### src/rtl/core/tlfs_pkg.sv
// Shared types and constants of the two-level feedback scheduler.
`default_nettype none

package tlfs_pkg;

    // Field widths that do not vary
    localparam int OP_W      = 3;
    localparam int USED_W    = 17;
    localparam int CFG_W     = 16;
    localparam int CFG_IDX_W = 2;
    localparam int QSEL_W    = 2;
    localparam int NUM_Q     = 3;

    // Event codes
    localparam logic [OP_W-1:0] OP_ADD        = 3'd0;
    localparam logic [OP_W-1:0] OP_FINISH     = 3'd1;
    localparam logic [OP_W-1:0] OP_BLOCK      = 3'd2;
    localparam logic [OP_W-1:0] OP_NOTIFY     = 3'd3;
    localparam logic [OP_W-1:0] OP_NOTIFY_ALL = 3'd4;
    localparam logic [OP_W-1:0] OP_TICK       = 3'd5;

    // Queue selects
    localparam logic [QSEL_W-1:0] Q_FIRST   = 2'd0;
    localparam logic [QSEL_W-1:0] Q_SECOND  = 2'd1;
    localparam logic [QSEL_W-1:0] Q_BLOCKED = 2'd2;

    // Configuration register indexes
    localparam logic [CFG_IDX_W-1:0] CFG_FIRST_QUANTUM  = 2'd0;
    localparam logic [CFG_IDX_W-1:0] CFG_SECOND_QUANTUM = 2'd1;
    localparam logic [CFG_IDX_W-1:0] CFG_TICK_INTERVAL  = 2'd2;

    // Queue operations of one cycle: one push and one pop, any queues
    typedef struct packed {
        logic              push;
        logic [QSEL_W-1:0] push_q;
        logic              pop;
        logic [QSEL_W-1:0] pop_q;
    } t_qop;

    // Queue occupancy flags, one bit per queue
    typedef struct packed {
        logic [NUM_Q-1:0] empty;
        logic [NUM_Q-1:0] full;
    } t_qstat;

    // Configuration registers
    typedef struct packed {
        logic [CFG_W-1:0] first_quantum;
        logic [CFG_W-1:0] second_quantum;
        logic [CFG_W-1:0] tick_interval;
    } t_cfg;

endpackage

`default_nettype wire

### src/rtl/core/tlfs_qmem.sv
// Shared queue storage: one synchronous RAM holding all three queues.
`default_nettype none

module tlfs_qmem import tlfs_pkg::*; #(
    parameter  int QUEUE_DEPTH = 16,
    parameter  int DATA_W      = 25,
    localparam int PW          = $clog2(QUEUE_DEPTH),
    localparam int AW          = $clog2(NUM_Q * QUEUE_DEPTH)
) (
    input  wire logic              i_clk,
    input  wire logic              i_we,
    input  wire logic [QSEL_W-1:0] i_wq,
    input  wire logic [PW-1:0]     i_wslot,
    input  wire logic [DATA_W-1:0] i_wdata,
    input  wire logic              i_re,
    input  wire logic [QSEL_W-1:0] i_rq,
    input  wire logic [PW-1:0]     i_rslot,
    output logic      [DATA_W-1:0] o_rdata
);

    logic [DATA_W-1:0] mem [NUM_Q*QUEUE_DEPTH];
    logic [DATA_W-1:0] r_rdata;
    logic [AW-1:0]     waddr;
    logic [AW-1:0]     raddr;

    // Each queue owns a contiguous region of the RAM
    function automatic logic [AW-1:0] qaddr(input logic [QSEL_W-1:0] q,
                                           input logic [PW-1:0] slot);
        logic [AW-1:0] base;
        unique case (q)
            Q_SECOND:  base = AW'(QUEUE_DEPTH);
            Q_BLOCKED: base = AW'(2 * QUEUE_DEPTH);
            default:   base = '0;
        endcase
        return base + AW'(slot);
    endfunction

    assign waddr = qaddr(i_wq, i_wslot);
    assign raddr = qaddr(i_rq, i_rslot);

    // Write port
    always_ff @(posedge i_clk) begin
        if (i_we) begin
            mem[waddr] <= i_wdata;
        end
    end

    // Read port, registered data
    always_ff @(posedge i_clk) begin
        if (i_re) begin
            r_rdata <= mem[raddr];
        end
    end

    assign o_rdata = r_rdata;

endmodule

`default_nettype wire

### src/rtl/core/tlfs_qptr.sv
// Head and count registers of the three queues, with slot addresses.
`default_nettype none

module tlfs_qptr import tlfs_pkg::*; #(
    parameter  int QUEUE_DEPTH = 16,
    localparam int PW          = $clog2(QUEUE_DEPTH),
    localparam int CW          = $clog2(QUEUE_DEPTH + 1)
) (
    input  wire logic          i_clk,
    input  wire logic          i_rst_n,
    input  wire t_qop          i_qop,
    output t_qstat             o_stat,
    output logic      [PW-1:0] o_tail_slot,
    output logic      [PW-1:0] o_head_slot
);

    logic [PW-1:0] r_head  [NUM_Q];
    logic [CW-1:0] r_count [NUM_Q];
    logic [PW-1:0] tail    [NUM_Q];

    genvar g;
    generate
        for (g = 0; g < NUM_Q; g++) begin : g_lane
            logic          push_hit;
            logic          pop_hit;
            logic [PW:0]   tail_sum;

            assign push_hit = i_qop.push && (i_qop.push_q == QSEL_W'(g));
            assign pop_hit  = i_qop.pop && (i_qop.pop_q == QSEL_W'(g));

            // Tail slot = head + count, wrapped at the depth
            assign tail_sum = (PW+1)'(r_head[g]) + (PW+1)'(r_count[g]);
            assign tail[g]  = (tail_sum >= (PW+1)'(QUEUE_DEPTH))
                            ? PW'(tail_sum - (PW+1)'(QUEUE_DEPTH))
                            : PW'(tail_sum);

            assign o_stat.empty[g] = (r_count[g] == '0);
            assign o_stat.full[g]  = (r_count[g] == CW'(QUEUE_DEPTH));

            always_ff @(posedge i_clk) begin
                if (!i_rst_n) begin
                    r_head[g]  <= '0;
                    r_count[g] <= '0;
                end else begin
                    if (pop_hit) begin
                        r_head[g] <= (r_head[g] == PW'(QUEUE_DEPTH - 1))
                                   ? '0 : r_head[g] + 1'b1;
                    end
                    if (push_hit && !pop_hit) begin
                        r_count[g] <= r_count[g] + 1'b1;
                    end else if (pop_hit && !push_hit) begin
                        r_count[g] <= r_count[g] - 1'b1;
                    end
                end
            end
        end
    endgenerate

    // Slot selection for the RAM ports
    always_comb begin
        unique case (i_qop.push_q)
            Q_SECOND:  o_tail_slot = tail[1];
            Q_BLOCKED: o_tail_slot = tail[2];
            default:   o_tail_slot = tail[0];
        endcase
        unique case (i_qop.pop_q)
            Q_SECOND:  o_head_slot = r_head[1];
            Q_BLOCKED: o_head_slot = r_head[2];
            default:   o_head_slot = r_head[0];
        endcase
    end

endmodule

`default_nettype wire

### src/rtl/core/tlfs_ctrl.sv
// Event sequencer: running-thread state and queue read-modify-write control.
`default_nettype none

module tlfs_ctrl import tlfs_pkg::*; #(
    parameter  int ID_WIDTH = 8,
    localparam int DW       = ID_WIDTH + USED_W
) (
    input  wire logic                i_clk,
    input  wire logic                i_rst_n,
    input  wire logic                i_accept,
    input  wire logic [OP_W-1:0]     i_op,
    input  wire logic [ID_WIDTH-1:0] i_thread_id,
    input  wire t_cfg                i_cfg,
    input  wire t_qstat              i_stat,
    input  wire logic [DW-1:0]       i_rdata,
    input  wire logic                i_out_free,
    output t_qop                     o_qop,
    output logic      [DW-1:0]       o_wdata,
    output logic                     o_in_ready,
    output logic                     o_done,
    output logic      [ID_WIDTH-1:0] o_running_id,
    output logic                     o_is_idle,
    output logic                     o_dropped
);

    localparam logic [2:0] S_IDLE = 3'd0;
    localparam logic [2:0] S_EXEC = 3'd1;
    localparam logic [2:0] S_WAKE = 3'd2;
    localparam logic [2:0] S_SRD  = 3'd3;
    localparam logic [2:0] S_SWB  = 3'd4;
    localparam logic [2:0] S_DONE = 3'd5;

    logic [2:0]          r_state, n_state;
    logic [OP_W-1:0]     r_op, n_op;
    logic [ID_WIDTH-1:0] r_tid, n_tid;
    logic [ID_WIDTH-1:0] r_run, n_run;
    logic [USED_W-1:0]   r_used, n_used;
    logic [CFG_W-1:0]    r_quant, n_quant;
    logic                r_idle, n_idle;
    logic                r_lvl2, n_lvl2;
    logic                r_src2, n_src2;
    logic                r_drop, n_drop;

    logic [USED_W:0]     tick_sum;
    logic [USED_W-1:0]   used_sat;

    // Saturating usage update for a tick
    assign tick_sum = {1'b0, r_used} + (USED_W+1)'(i_cfg.tick_interval);
    assign used_sat = tick_sum[USED_W] ? '1 : tick_sum[USED_W-1:0];

    always_comb begin
        n_state = r_state;
        n_op    = r_op;
        n_tid   = r_tid;
        n_run   = r_run;
        n_used  = r_used;
        n_quant = r_quant;
        n_idle  = r_idle;
        n_lvl2  = r_lvl2;
        n_src2  = r_src2;
        n_drop  = r_drop;
        o_qop   = '0;
        o_wdata = '0;
        o_in_ready = 1'b0;
        o_done     = 1'b0;

        unique case (r_state)
            S_IDLE: begin
                o_in_ready = 1'b1;
                if (i_accept) begin
                    n_op    = i_op;
                    n_tid   = i_thread_id;
                    n_drop  = 1'b0;
                    n_state = S_EXEC;
                end
            end

            // Decode the event, push where needed, start a head read
            S_EXEC: begin
                n_state = S_DONE;
                unique case (r_op)
                    OP_ADD: begin
                        o_qop.push_q = Q_FIRST;
                        o_wdata      = {r_tid, USED_W'(0)};
                        if (!i_stat.full[Q_FIRST]) begin
                            o_qop.push = 1'b1;
                        end else begin
                            n_drop = 1'b1;
                        end
                    end
                    OP_FINISH: begin
                        n_state = S_SRD;
                    end
                    OP_BLOCK: begin
                        o_qop.push_q = Q_BLOCKED;
                        o_wdata      = {r_run, USED_W'(0)};
                        if (!r_idle) begin
                            if (!i_stat.full[Q_BLOCKED]) begin
                                o_qop.push = 1'b1;
                            end else begin
                                n_drop = 1'b1;
                            end
                        end
                        n_state = S_SRD;
                    end
                    OP_NOTIFY, OP_NOTIFY_ALL: begin
                        o_qop.pop_q = Q_BLOCKED;
                        if (!i_stat.empty[Q_BLOCKED]) begin
                            o_qop.pop = 1'b1;
                            n_state   = S_WAKE;
                        end
                    end
                    OP_TICK: begin
                        o_qop.push_q = Q_SECOND;
                        if (r_idle) begin
                            n_state = S_SRD;
                        end else begin
                            n_used = used_sat;
                            priority if (used_sat >= USED_W'(r_quant)) begin
                                // quantum used up: demote with zero usage
                                o_wdata = {r_run, USED_W'(0)};
                                if (!i_stat.full[Q_SECOND]) begin
                                    o_qop.push = 1'b1;
                                end else begin
                                    n_drop = 1'b1;
                                end
                                n_state = S_SRD;
                            end else if (r_lvl2 && !i_stat.empty[Q_FIRST]) begin
                                // preempt back to the second queue
                                o_wdata = {r_run, used_sat};
                                if (!i_stat.full[Q_SECOND]) begin
                                    o_qop.push = 1'b1;
                                end else begin
                                    n_drop = 1'b1;
                                end
                                n_state = S_SRD;
                            end else begin
                                n_state = S_DONE;
                            end
                        end
                    end
                    default: begin
                        n_state = S_DONE;
                    end
                endcase
            end

            // Blocked head arrives; move it to the first queue
            S_WAKE: begin
                o_qop.push_q = Q_FIRST;
                o_qop.pop_q  = Q_BLOCKED;
                o_wdata      = {i_rdata[DW-1 -: ID_WIDTH], USED_W'(0)};
                if (!i_stat.full[Q_FIRST]) begin
                    o_qop.push = 1'b1;
                end else begin
                    n_drop = 1'b1;
                end
                if ((r_op == OP_NOTIFY_ALL) && !i_stat.empty[Q_BLOCKED]) begin
                    o_qop.pop = 1'b1;
                end else begin
                    n_state = S_DONE;
                end
            end

            // Pick the next thread and read its entry
            S_SRD: begin
                if (!i_stat.empty[Q_FIRST]) begin
                    o_qop.pop   = 1'b1;
                    o_qop.pop_q = Q_FIRST;
                    n_src2      = 1'b0;
                    n_state     = S_SWB;
                end else if (!i_stat.empty[Q_SECOND]) begin
                    o_qop.pop   = 1'b1;
                    o_qop.pop_q = Q_SECOND;
                    n_src2      = 1'b1;
                    n_state     = S_SWB;
                end else begin
                    n_run   = '0;
                    n_used  = '0;
                    n_quant = '0;
                    n_lvl2  = 1'b0;
                    n_idle  = 1'b1;
                    n_state = S_DONE;
                end
            end

            // Load the chosen thread
            S_SWB: begin
                n_run  = i_rdata[DW-1 -: ID_WIDTH];
                n_idle = 1'b0;
                n_lvl2 = r_src2;
                if (r_src2) begin
                    n_used  = i_rdata[USED_W-1:0];
                    n_quant = i_cfg.second_quantum;
                end else begin
                    n_used  = '0;
                    n_quant = i_cfg.first_quantum;
                end
                n_state = S_DONE;
            end

            // Hand the result to the output register
            S_DONE: begin
                o_done = 1'b1;
                if (i_out_free) begin
                    n_state = S_IDLE;
                end
            end

            default: begin
                n_state = S_IDLE;
            end
        endcase
    end

    // Control and running-thread state
    always_ff @(posedge i_clk) begin
        if (!i_rst_n) begin
            r_state <= S_IDLE;
            r_run   <= '0;
            r_used  <= '0;
            r_quant <= '0;
            r_idle  <= 1'b1;
            r_lvl2  <= 1'b0;
            r_src2  <= 1'b0;
            r_drop  <= 1'b0;
        end else begin
            r_state <= n_state;
            r_run   <= n_run;
            r_used  <= n_used;
            r_quant <= n_quant;
            r_idle  <= n_idle;
            r_lvl2  <= n_lvl2;
            r_src2  <= n_src2;
            r_drop  <= n_drop;
        end
    end

    // Latched event payload
    always_ff @(posedge i_clk) begin
        r_op  <= n_op;
        r_tid <= n_tid;
    end

    assign o_running_id = r_idle ? '0 : r_run;
    assign o_is_idle    = r_idle;
    assign o_dropped    = r_drop;

endmodule

`default_nettype wire

### src/rtl/core/two_level_feedback_scheduler_top.sv
// Two-level feedback scheduler: top level with config and output registers.
// Each item runs through the sequencer states: execute decodes it and pushes where needed;
// a notify moves blocked entries to the first queue, one per wake step; a reschedule reads
// the next head from the registered RAM, if a queue holds one, and loads it as running.
// A new item is accepted only after the previous result is loaded into the output register.
// Synchronous active-low reset: queues empty, idle runs, config zero; no RAM clearing pass.
`default_nettype none

module two_level_feedback_scheduler_top import tlfs_pkg::*; #(
    parameter int QUEUE_DEPTH = 16,
    parameter int ID_WIDTH    = 8
) (
    input  wire logic                 i_clk,
    input  wire logic                 i_rst_n,
    input  wire logic                 i_in_valid,
    output logic                      o_in_ready,
    input  wire logic [OP_W-1:0]      i_op,
    input  wire logic [ID_WIDTH-1:0]  i_thread_id,
    output logic                      o_out_valid,
    input  wire logic                 i_out_ready,
    output logic      [ID_WIDTH-1:0]  o_running_id,
    output logic                      o_is_idle,
    output logic                      o_dropped,
    input  wire logic                 i_cfg_valid,
    output logic                      o_cfg_ready,
    input  wire logic [CFG_IDX_W-1:0] i_cfg_index,
    input  wire logic [CFG_W-1:0]     i_cfg_data
);

    localparam int PW = $clog2(QUEUE_DEPTH);
    localparam int DW = ID_WIDTH + USED_W;

    t_cfg                r_cfg;
    t_qop                qop;
    t_qstat              qstat;
    logic [PW-1:0]       tail_slot;
    logic [PW-1:0]       head_slot;
    logic [DW-1:0]       wdata;
    logic [DW-1:0]       rdata;
    logic                ctrl_done;
    logic                out_free;
    logic [ID_WIDTH-1:0] ctrl_run_id;
    logic                ctrl_idle;
    logic                ctrl_drop;
    logic                r_out_valid;
    logic [ID_WIDTH-1:0] r_out_id;
    logic                r_out_idle;
    logic                r_out_drop;

    // Configuration registers, always writable
    assign o_cfg_ready = 1'b1;

    always_ff @(posedge i_clk) begin
        if (!i_rst_n) begin
            r_cfg <= '0;
        end else if (i_cfg_valid) begin
            unique case (i_cfg_index)
                CFG_FIRST_QUANTUM:  r_cfg.first_quantum  <= i_cfg_data;
                CFG_SECOND_QUANTUM: r_cfg.second_quantum <= i_cfg_data;
                CFG_TICK_INTERVAL:  r_cfg.tick_interval  <= i_cfg_data;
                default: ;
            endcase
        end
    end

    tlfs_qptr #(
        .QUEUE_DEPTH (QUEUE_DEPTH)
    ) u_qptr (
        .i_clk       (i_clk),
        .i_rst_n     (i_rst_n),
        .i_qop       (qop),
        .o_stat      (qstat),
        .o_tail_slot (tail_slot),
        .o_head_slot (head_slot)
    );

    tlfs_qmem #(
        .QUEUE_DEPTH (QUEUE_DEPTH),
        .DATA_W      (DW)
    ) u_qmem (
        .i_clk   (i_clk),
        .i_we    (qop.push),
        .i_wq    (qop.push_q),
        .i_wslot (tail_slot),
        .i_wdata (wdata),
        .i_re    (qop.pop),
        .i_rq    (qop.pop_q),
        .i_rslot (head_slot),
        .o_rdata (rdata)
    );

    // The sequencer only looks at its accept input while it is ready
    tlfs_ctrl #(
        .ID_WIDTH (ID_WIDTH)
    ) u_ctrl (
        .i_clk        (i_clk),
        .i_rst_n      (i_rst_n),
        .i_accept     (i_in_valid),
        .i_op         (i_op),
        .i_thread_id  (i_thread_id),
        .i_cfg        (r_cfg),
        .i_stat       (qstat),
        .i_rdata      (rdata),
        .i_out_free   (out_free),
        .o_qop        (qop),
        .o_wdata      (wdata),
        .o_in_ready   (o_in_ready),
        .o_done       (ctrl_done),
        .o_running_id (ctrl_run_id),
        .o_is_idle    (ctrl_idle),
        .o_dropped    (ctrl_drop)
    );

    // Result register
    assign out_free = !r_out_valid || i_out_ready;

    always_ff @(posedge i_clk) begin
        if (!i_rst_n) begin
            r_out_valid <= 1'b0;
        end else if (ctrl_done && out_free) begin
            r_out_valid <= 1'b1;
        end else if (i_out_ready) begin
            r_out_valid <= 1'b0;
        end
    end

    always_ff @(posedge i_clk) begin
        if (ctrl_done && out_free) begin
            r_out_id   <= ctrl_run_id;
            r_out_idle <= ctrl_idle;
            r_out_drop <= ctrl_drop;
        end
    end

    assign o_out_valid  = r_out_valid;
    assign o_running_id = r_out_id;
    assign o_is_idle    = r_out_idle;
    assign o_dropped    = r_out_drop;

    // Checks
    a_accept_busy: assert property (@(posedge i_clk) disable iff (!i_rst_n)
        (i_in_valid && o_in_ready) |=> !o_in_ready)
        else $error("sequencer took an item without leaving idle");

    a_idle_zero_id: assert property (@(posedge i_clk) disable iff (!i_rst_n)
        (o_out_valid && o_is_idle) |-> (o_running_id == '0))
        else $error("idle result with nonzero thread id");

    a_qstat_sane: assert property (@(posedge i_clk) disable iff (!i_rst_n)
        (qstat.empty & qstat.full) == '0)
        else $error("queue both empty and full");

    a_result_from_done: assert property (@(posedge i_clk) disable iff (!i_rst_n)
        $rose(o_out_valid) |-> $past(ctrl_done))
        else $error("result loaded without a finished event");

endmodule

`default_nettype wire

### config.mk
export PLATFORM = sky130hd
export DESIGN_NAME = two_level_feedback_scheduler_top
export DESIGN_NICKNAME = d
export VERILOG_FILES = /design/src/rtl/core/tlfs_pkg.sv /design/src/rtl/core/tlfs_qmem.sv /design/src/rtl/core/tlfs_qptr.sv /design/src/rtl/core/tlfs_ctrl.sv /design/src/rtl/core/two_level_feedback_scheduler_top.sv
export SDC_FILE = /design/constraint.sdc
export NUM_CORES = 2
export LEC_CHECK = 0
export ABC_AREA = 1
export ABC_CLOCK_PERIOD_IN_PS = 6600
export BUFFER_PORTS_ARGS = -buffer_cell sky130_fd_sc_hd__buf_2
export CAP_MARGIN = 20
export CORE_ASPECT_RATIO = 0.9
export CORE_MARGIN = 2
export CORE_UTILIZATION = 25
export CTS_CLUSTER_SIZE = 8
export DETAILED_ROUTE_END_ITERATION = 12
export PLACE_DENSITY = 0.4
export SYNTH_ARGS = -nofsm -noshare
export SYNTH_HDL_FRONTEND = slang
export SYNTH_SLANG_ARGS = --single-unit
### constraint.sdc
create_clock -name i_clk -period 6.6 [get_ports i_clk]
set_input_delay 0.33 -clock i_clk [delete_from_list [all_inputs] [get_ports i_clk]]
set_output_delay 0.33 -clock i_clk [all_outputs]
set_load 0.02 [all_outputs]
==> results.json <==
{
  "status": "finished, final reports clean",
  "avgSynthCellArea_um2": 12.4,
  "cp_num_cells": 26,
  "fin_crit_sh": 0.880,
  "gp_congestion": 0.806,
  "synthCells": 4560,
  "synth_edf_count": 1273,
  "ys_ff_latch": 1370,
  "cts.sinks": 1370,
  "ys_warn_count": 0,
  "cts_tree": "done",
  "worst_pin_slew_ns": 1.15,
  "dpl_cell_area_um2": 61500,
  "skew_ns": 0.0575,
  "ant_nets": 0,
  "wirelength_um": 180000,
  "via_per_inst": 4.72,
  "critPathLaunchType": "flip-flop",
  "cpPeakStageDelay_ns": 0.97,
  "ir_drop_v": 0.000291,
  "rrSetupSlack_ns": 0.79,
  "min_to": "r_cfg[19]",
  "ioPinCount": 47,
  "power.density_nw_per_um2": 399,
  "crit_path_end_kind": "flip-flop",
  "final_net_count": 4816,
  "tns_ns": 0,
  "critPathMostFrequentCell": "nand2_1",
  "drive_above_1_share": 0.135,
  "start_util": 0.252,
  "critical_path_peak_fanout": 25,
  "antenna_found_initial": 8,
  "clk_latency_ns": 0.83,
  "grt_max_degree": 108,
  "die_height_um": 455,
  "cts_resized": 0,
  "hp-start": "i_cfg_index[1]",
  "crit_path_start": "u_ctrl.r_used[0]",
  "yosysSeqAreaShare": 0.710,
  "portBuffers": 45,
  "finalInstanceArea_um2": 67100,
  "worst-path-buf-inv": 4,
  "p_leak_nw": 23.4,
  "r2r-end": "u_qmem.mem[35][15]",
  "holdPathStages": 5,
  "worstPathRequired_ns": 7.01,
  "async_flop_share": 0,
  "cts.clk_slew.worst_paths_ns": 0.05,
  "die_x_um": 505,
  "ys.flop_type": "edfxtp_1",
  "critPathTopFamily": "simple AND/OR/NAND/NOR gates",
  "num_rows": 165,
  "hold_viol_final": 0,
  "fmax_ghz": 0.172,
  "post_cts_buffers": 0,
  "core_area_um2": 225000,
  "drc": 0,
  "first_pass_iters": 5,
  "maxSlewViolCount": 0,
  "slew_headroom": 0.231,
  "min-delay-path-class": "in -> reg",
  "rsz0062_at_grt": "no",
  "die-area_um2": 230000,
  "drt_iter0_markers": 3326,
  "syn-cell-area_um2": 56600,
  "groute.usage.overall": 0.154,
  "hold_buffers": 29,
  "htree_levels": 4,
  "grt_pass1_vias": 35400,
  "dpl.hpwl_um": 106000,
  "grt_pass1_wl_um": 262000,
  "drv_cap": 0,
  "numCtsBuffers": 190,
  "final-setup-viol-count": 0,
  "worstPathArrival_ns": 6.23,
  "fin_crit_ns": 5.81,
  "cts-root-buf": "clkbuf_16",
  "overflow": 0,
  "synth.distinct_cells": 55,
  "area_delta_synth_final_pct": 18.6,
  "slowest_stage": "nor2_4",
  "r2r-start": "u_ctrl.r_used[0]",
  "cts_buffer_depth": 3,
  "wl_per_cell_um": 23.2,
  "r2r_cells": 26,
  "path_class": "reg -> reg",
  "via_count": 36700
}
==> placed cells by master (no fill, tap or decap), types with 97 or more instances in the layout <==
cell type and instances:
edfxtp_1 1273, nor2_1 775, o21ai_0 580, nand2_1 271, clkbuf_16 191, inv_1 148, o211ai_1 135, or2_2 128
o221ai_1 127, buf_4 112, a21oi_1 104, o32ai_1 100, nand3_1 99, dfxtp_1 97
==> final cells by class <==
cell class | count | area (um2)
clock buffers | 216 | 4870
clock inverters | 16 | 344
flip-flops and latches | 1370 | 40200
repair buffers | 217 | 1980
diodes | 2 | 5.00
well taps | 3006 | 3760
multi-input cells | 2776 | 15300
fillers | 22600 | 158000
inverters | 164 | 639
==> logic make-up (layout without fill, tap and decap cells) <==
family	count (synthesis)	count (layout)	share of synthesized area
buffers and inverters	461	613	0.0326
AO/OA/AOI/OAI	1252	1252	0.135
other	2	51	0.000133
adder cells (fa/ha/maj)	63	63	0.0146
XOR/XNOR	33	33	0.00511
AND/OR/NAND/NOR	1379	1379	0.102
flip-flops	1370	1370	0.710
==> Yosys cell counts, types with 23 or more instances <==
master    number  area, um2
o21ai_1       93        465
inv_1        149        559
o211ai_1     135       1010
nand3_1      100        500
o22ai_1       79        494
nand2_1      271       1020
o221ai_1     127       1110
edfxtp_1    1273      38200
o21ai_0      583       2920
clkbuf_1     219        822
or2_2        128        801
dfxtp_1       97       1940
xor2_1        23        201
nor2_1       837       3140
o32ai_1      100        876
ha_1          58        726
buf_2         57        285
a21oi_1      105        526
==> flip-flops by register name, indices dropped and copies added (netlist names), 3 cells and up <==
name,cells
r_cfg,48
u_qmem.o_rdata,25
u_ctrl.r_used,17
u_qptr.r_count,15
u_qmem.mem,1200
u_qptr.r_head,12
u_ctrl.r_run,8
u_ctrl.r_state,3
u_ctrl.r_quant,16
u_ctrl.r_op,3
o_running_id,8
u_ctrl.r_tid,8
==> worst reg2reg max path, cell delays in order (launching register included) <==
cell and delay [ns]:
dfxtp_1 0.34, ha_1 0.21, inv_1 0.08, fa_1 0.35
inv_1 0.07, nand2_1 0.08, nand2_1 0.10, nand3_1 0.09
nand2_2 0.13, inv_1 0.05, o21bai_1 0.22, a31o_2 0.21
nor2_1 0.04, nor2_1 0.23, inv_1 0.12, ha_1 0.30
and3_1 0.17, nand4_1 0.10, nand2_1 0.06, a21oi_1 0.11
nand3_4 0.19, nand2_1 0.07, nand2_1 0.08, nand2_2 0.06
nand2_4 0.24, nand3_1 0.70, nor2_4 0.97
==> per-stage QoR <==
stage	std cells	setup slack (ns)	power (mW)	hold slack (ns)	utilization
global route	7765	0.349	28.1	0.0768	0.298
CTS	7763	0.799	27.1	0.0109	0.298
detailed placement	7502	0.846	18.1	0.441	0.274
global placement	7501	0.843	18.1	0.435	0.274
floorplan	4607	1.28	14.6	0.424	-
finish	7767	0.789	26.8	0.0786	0.298
==> worst max path at each step <==
stage	endpoint	slack, ns
global placement	u_qmem.mem[35][12]	0.84
global route	u_qmem.mem[34][10]	0.35
floorplan	u_qmem.mem[0][18]	1.28
CTS	u_qmem.mem[35][15]	0.80
detailed placement	u_qmem.mem[35][16]	0.85
finish	u_qmem.mem[35][15]	0.79
==> metal layers <==
| metal | vias to the layer above | global-route usage | share of wire |
|---|---|---|---|
| li1 | 17100 | - | - |
| met3 | 234 | 0.0251 | 0.048 |
| met4 | 0 | 0.0353 | 0.019 |
| met2 | 911 | 0.233 | 0.44 |
| met1 | 18500 | 0.228 | 0.49 |
| met5 | - | 0 | 0 |
==> where the power goes <==
group	switching [mW]	total, mW	internal [mW]
clock network	3.74	8.90	5.16
logic	5.80	8.02	2.22
registers	0.112	9.85	9.74
total	9.65	26.8	17.1
Note: power is estimated with default switching activity, not from simulation.
